$ cat src/rtl/gls_pkg.sv
// ============================================================================
// gls_pkg
// Shared types and constants for the galloping lower-bound search unit.
// ============================================================================
package gls_pkg;

    localparam int DEPTH_DEFAULT      = 4096;
    localparam int PEEK_LANES_DEFAULT = 16;
    localparam int QUEUE_DEPTH        = 4;
    localparam int MAX_PENDING        = QUEUE_DEPTH + 2;

    localparam int INDEX_W  = 12;
    localparam int END_W    = 13;
    localparam int KEY_W    = 32;
    localparam int RESULT_W = 13;
    localparam int KIND_W   = 2;

    localparam logic OP_WRITE  = 1'b0;
    localparam logic OP_SEARCH = 1'b1;

    typedef enum logic [KIND_W-1:0] {
        KIND_WRITE  = 2'd0,
        KIND_SEARCH = 2'd1,
        KIND_DIRECT = 2'd2
    } kind_t;

    typedef enum logic [2:0] {
        ST_IDLE   = 3'd0,
        ST_LAST   = 3'd1,
        ST_SCAN   = 3'd2,
        ST_GALLOP = 3'd3,
        ST_NARROW = 3'd4,
        ST_BIN    = 3'd5,
        ST_RES    = 3'd6
    } state_t;

    typedef struct packed {
        logic full;
        logic empty;
    } q_status_t;

endpackage

$ cat src/rtl/gls_queue.sv
// ============================================================================
// gls_queue
// Short first-in first-out queue between the front end and the search engine.
// ============================================================================
module gls_queue #(
    parameter int WIDTH   = 8,
    parameter int QDEPTH  = gls_pkg::QUEUE_DEPTH
) (
    input  logic               clk,
    input  logic               rst_n,
    input  logic               push,
    input  logic [WIDTH-1:0]   push_data,
    input  logic               pop,
    output logic [WIDTH-1:0]   pop_data,
    output gls_pkg::q_status_t status
);
    import gls_pkg::*;

    localparam int PTR_W = (QDEPTH > 1) ? $clog2(QDEPTH) : 1;
    localparam int CNT_W = $clog2(QDEPTH + 1);

    logic [WIDTH-1:0] slot_reg [QDEPTH];
    logic [PTR_W-1:0] wptr_reg;
    logic [PTR_W-1:0] wptr_next;
    logic [PTR_W-1:0] rptr_reg;
    logic [PTR_W-1:0] rptr_next;
    logic [CNT_W-1:0] count_reg;
    logic [CNT_W-1:0] count_next;
    logic             do_push;
    logic             do_pop;

    assign status.full  = (count_reg == CNT_W'(QDEPTH));
    assign status.empty = (count_reg == '0);
    assign do_push      = push && !status.full;
    assign do_pop       = pop && !status.empty;
    assign pop_data     = slot_reg[rptr_reg];

    always_comb
    begin
        wptr_next  = wptr_reg;
        rptr_next  = rptr_reg;
        count_next = count_reg;
        if (do_push)
        begin
            wptr_next = (wptr_reg == PTR_W'(QDEPTH - 1)) ? '0 : wptr_reg + PTR_W'(1);
        end
        if (do_pop)
        begin
            rptr_next = (rptr_reg == PTR_W'(QDEPTH - 1)) ? '0 : rptr_reg + PTR_W'(1);
        end
        if (do_push && !do_pop)
        begin
            count_next = count_reg + CNT_W'(1);
        end
        else if (do_pop && !do_push)
        begin
            count_next = count_reg - CNT_W'(1);
        end
    end

    always_ff @(posedge clk or negedge rst_n)
    begin
        if (!rst_n)
        begin
            wptr_reg  <= '0;
            rptr_reg  <= '0;
            count_reg <= '0;
        end
        else
        begin
            wptr_reg  <= wptr_next;
            rptr_reg  <= rptr_next;
            count_reg <= count_next;
        end
    end

    always_ff @(posedge clk)
    begin
        if (do_push)
        begin
            slot_reg[wptr_reg] <= push_data;
        end
    end

endmodule

$ cat config.mk
export PLATFORM = sky130hd
export DESIGN_NAME = gls_queue
export DESIGN_NICKNAME = d
export VERILOG_FILES = /design/src/rtl/gls_pkg.sv /design/src/rtl/gls_queue.sv
export SDC_FILE = /design/constraint.sdc
export NUM_CORES = 1
export LEC_CHECK = 0
export BUFFER_PORTS_ARGS = -buffer_cell sky130_fd_sc_hd__buf_2
export CAP_MARGIN = 20
export CORE_MARGIN = 2
export CORE_UTILIZATION = 45
export CTS_CLUSTER_DIAMETER = 30
export DETAILED_ROUTE_END_ITERATION = 8
export GPL_TIMING_DRIVEN = 0
export PLACE_DENSITY = 0.63
export SKIP_CTS_REPAIR_TIMING = 1
export SLEW_MARGIN = 30
export SYNTH_ARGS = -nofsm -noshare
export SYNTH_HDL_FRONTEND = slang
export SYNTH_SLANG_ARGS = --single-unit
$ cat constraint.sdc
create_clock -name clk -period 2.5 [get_ports clk]
set_input_delay 0.125 -clock clk [delete_from_list [all_inputs] [get_ports clk]]
set_output_delay 0.125 -clock clk [all_outputs]
set_load 0.1 [all_outputs]
==> flow_summary.ini, run 1 <==
[cts]
clkTransAtPathRegs_ns = 0.11
ctsLongestPathBuffers = 2
clk_latency_ns = 0.34
htree_levels = 2
numClockSinks = 39
root_buffer = clkbuf_4
cts_buffers = 5
cts_tree = yes

[setup_path]
crit_fanout = 9
startpoint_type = register
cp-end-kind = primary output
reg2reg_from = count_reg[2]
worstRegToRegCells = 9
worstSetupPathType = reg -> out
cp.arrival_ns = 1.93
required_ns = 2.38
setup.reg_to_reg.worst_slack_ns = 0.53
r2r_end = count_reg[2]
crit_path_end = pop_data[0]
startpoint = rptr_reg[1]

[detailed_routing]
drt_iter0_drc = 30
drt-total-wl_mm = 2.46
wl_per_cell_microns = 15.1
first_pass_iters = 4
dr_total_vias = 812
avgViaCountPerCell = 4.98
route.detailed.drc = 0
ant_nets = 0

[yosys]
ys_seq_area_share_pct = 70.1
synth-seq-cells = 39
syn_avg_cell_area_sq_um = 20.5
synthCells = 79
netlist-cell-type-count = 19
synth_area_leaders = edfxtp_1 59%, mux4_2 11%, dfrtp_1 11%
yosys.area.top_type = edfxtp_1
yosys_warnings = 0
synth_area_sq_um = 1620
synth_top_area_share_pct = 59.3
syn_nets = 98

[global_routing]
grt_usage_pct = 14.0
antenna_found_initial = 0
grt_max_degree = 13
grt_pass1_vias = 821
grt_pass1_wl_mm = 4.00
grt-ovfl-total = 0

[sta]
hold_viol = 0
setup_slack_ns = 0.449
slew_viol_final = 0
grt_setup_unrepaired = no
clock_skew_ns = 0.0126
fmax_ghz = 0.488
period_minus_slack_ns = 2.05
worst_slew_margin_rel_pct = 60.8
worstMarginPinSlew_ns = 0.588
fin_crit_sh_pct = 82.0
setup_viol = 0

[cells_and_area]
design_area_sq_um = 1950
finalNetCount = 135
layout_commonest_cell = edfxtp_1
antenna_cells = 0
seqCellArea_sq_um = 1140
multi_input_area_sq_um = 477
fillers = 274
layout_common_cells = 32 x edfxtp_1, 22 x buf_2, 9 x dlygate4sd3_1
drive_gt1_share_pct = 46.2
area_delta_synth_final_pct = 20.5
largest_register_ffs = 32

[status]
run_status = complete, no violations

[flow_run]
cap_violations = 0

[floorplanning]
rows = 21
fp.dieArea_sq_um = 4100
die_y_microns = 64.0
coreArea_sq_um = 3390
die_w_microns = 64.0
io_pins = 22
start_util_pct = 47.8

[placed_design]
gp_congestion = 0.668
post-place-ws_ns = 0.543
dp_hpwl_mm = 1.71
port_buffers = 21
postPlaceCellArea_sq_um = 1810

[min_path]
hold_path.class = in -> async
-- worst max-delay path, cell delays in order, from the launching register on --
cell and delay [ns]:
dfrtp_1 0.37, buf_1 0.47, mux4_2 0.32, buf_2 0.43
-- layer usage --
metal | GRT usage, % | routed length [microns]
met1 | 15.3 | 1020
met2 | 23.4 | 1270
met3 | 6.69 | 122
met4 | 5.71 | 40
met5 | 0 | 0
-- cell type report --
class,instances,share of cell area (%)
Sequential cell,39,58.3
Multi-Input combinational cell,34,24.4
Timing Repair Buffer,30,10.0
Tap cell,46,2.95
Clock buffer,6,2.12
Buffer,3,1.03
Clock inverter,2,0.641
Inverter,3,0.577
-- how the worst min path moves through the flow --
stage | slack [ns] | end | start | cells past startpoint
after floorplan | -0.17 | count_reg[0] | rst_n | 0
after global placement | -0.03 | wptr_reg[1] | rst_n | 1
after detailed placement | -0.03 | wptr_reg[1] | rst_n | 1
after CTS | -0.41 | wptr_reg[1] | rst_n | 1
after global routing | 0.12 | wptr_reg[1] | rst_n | 2
final | 0.13 | wptr_reg[1] | rst_n | 2
-- cells by family after synthesis --
kind of cell             count (synthesis)  synth area share (%)
AND/OR/NAND/NOR                         11                  5.41
buffers and inverters                    6                  1.93
adder cells (fa/ha/maj)                  7                  5.87
multiplexers                            13                  15.1
flip-flops                              39                  70.1
XOR/XNOR                                 3                  1.62
-- stage by stage --
step	hold WS [ns]	cells	setup TNS (ns)	util (%)
global placement	-0.0322	146	0	53.3
CTS	-0.414	154	0	54.9
floorplan	-0.171	79	-0.144	-
detailed placement	-0.0307	146	0	53.3
global route	0.118	163	0	57.6
finish	0.125	163	0	57.6
-- cells in the mapped netlist, drive strengths merged --
cell    instances
inv             3
nor3            1
edfxtp         32
nor2b           1
xor2            2
fa              1
mux4            8
and2            4
nand2b          1
mux2            5
xnor2           1
dfrtp           7
nor2            3
nor3b           1
buf             3
ha              6
Power of run 1 is not shown: default switching activity piles up to over one toggle a cycle in this logic, so the estimate is an artifact.
==> run 2, diff against run 1 <==
- PLACE_DENSITY: 0.63 -> 0.65
- clock period: 2.5 -> 1.7 ns (I/O delays scaled with it)
==> flow_summary.ini, run 2 (synthesized netlist as in run 1, its figures left out) <==
[setup_path]
worstPathCellList = nor3b_4, nor2b_2, buf_6, ha_4, inv_2, fa_2, mux2_2
cp-end-kind = register
setup.reg_to_reg.worst_slack_ns = -0.15
cp.arrival_ns = 2.09
crit_fanout = 4
slowest_stage = dfrtp_2
cp_top_family = adder cells
critPathBufInv = 2
slowest_delay_ns = 0.47
worstSetupPathType = reg -> reg
startpoint_type = register
r2r_end = count_reg[1]
required_ns = 1.94
reg2reg_from = count_reg[1]
worstRegToRegCells = 7

[cts]
root_buffer = clkbuf_4
ctsLongestPathBuffers = 2
cts_tree = yes
numClockSinks = 39
clkTransAtPathRegs_ns = 0.11
clk_latency_ns = 0.34
cts_buffers = 5
htree_levels = 2

[placed_design]
gp_congestion = 0.637
dp_hpwl_mm = 1.71
placed_cells = 146
port_buffers = 21

[sta]
fin_crit_sh_pct = 109
worst_slew_margin_rel_pct = 68.0
clock_skew_ns = 0.0114
period_minus_slack_ns = 1.85
slew_viol_final = 0
hold_viol = 0
setup_viol = 8
fmax_ghz = 0.539
worstMarginPinSlew_ns = 0.483
grt_setup_unrepaired = yes
setup_slack_ns = -0.154

[detailed_routing]
wl_per_cell_microns = 15.0
drt_iter0_drc = 35
ant_nets = 0
dr_total_vias = 825
drt-total-wl_mm = 2.59
avgViaCountPerCell = 4.77
first_pass_iters = 4
route.detailed.drc = 0

[floorplanning]
die_y_microns = 64.0
rows = 21
fp.dieArea_sq_um = 4100
start_util_pct = 47.8
coreArea_sq_um = 3390
die_w_microns = 64.0
io_pins = 22

[cells_and_area]
area_delta_synth_final_pct = 32.2
largest_register_ffs = 32
instances_no_fill = 173
antenna_cells = 0
layout_commonest_cell = edfxtp_1
drive_gt1_share_pct = 53.5
layout_common_cells = 32 x edfxtp_1, 13 x buf_2, 9 x dlygate4sd3_1, 9 x buf_4
final_util_pct = 63.2
finalNetCount = 145

[global_routing]
grt_usage_pct = 13.4
grt_max_degree = 13
top_usage_layer = met2
grt_pass1_vias = 796
use_met2_pct = 22.4
grt-ovfl-total = 0
use_met1_pct = 15.4
antenna_found_initial = 0
grt_pass1_wl_mm = 3.84
grt_use_met3_pct = 4.93

[flow_run]
cap_violations = 0

[status]
violations = negative setup slack
run_status = complete, but fails checks

[min_path]
hold_path.class = in -> async
==> run 2: metal layers <==
layer | vias up | wire (microns)
met4 | 0 | 38
met2 | 17 | 1420
met3 | 5 | 112
met5 | - | 0
li1 | 395 | -
met1 | 408 | 1020
==> run 2: how the worst max path moves through the flow <==
stage	to	cells after the start	from
after floorplan	count_reg[2]	8	count_reg[0]
after CTS	pop_data[4]	3	rptr_reg[0]
after global placement	count_reg[2]	9	count_reg[2]
after detailed placement	count_reg[2]	9	count_reg[2]
final	count_reg[1]	7	count_reg[1]
after global routing	count_reg[2]	8	count_reg[1]
==> run 2: layout make-up <==
cell class / instances / area, sq um
Multi-Input combinational cell: 34 / 484
Inverter: 3 / 11.3
Clock inverter: 3 / 38.8
Tap cell: 46 / 57.6
Clock buffer: 5 / 37.5
Buffer: 3 / 31.3
Fill cell: 261 / 1250
Timing Repair Buffer: 40 / 342
Sequential cell: 39 / 1140
==> run 2: metrics by stage <==
step,instance area [sq um],hold slack [ns],TNS (ns),worst slack (ns)
2_1_floorplan,1650,-0.211,-13.43,-0.881
3_3_place_gp,1810,-0.0717,-0.364,-0.202
3_5_place_dp,1810,-0.0680,-0.379,-0.204
4_1_cts,1890,-0.458,-2.87,-0.324
5_1_grt,2140,0.0803,-1.12,-0.251
6_report,2140,0.102,-0.355,-0.154
==> run 2: worst reg2reg max path, cell delays in order (launching register included) <==
cell	delay, ns
dfrtp_2	0.47
nor3b_4	0.23
nor2b_2	0.06
buf_6	0.12
ha_4	0.15
inv_2	0.04
fa_2	0.41
mux2_2	0.26
Power of run 2 is left out for the same reason.
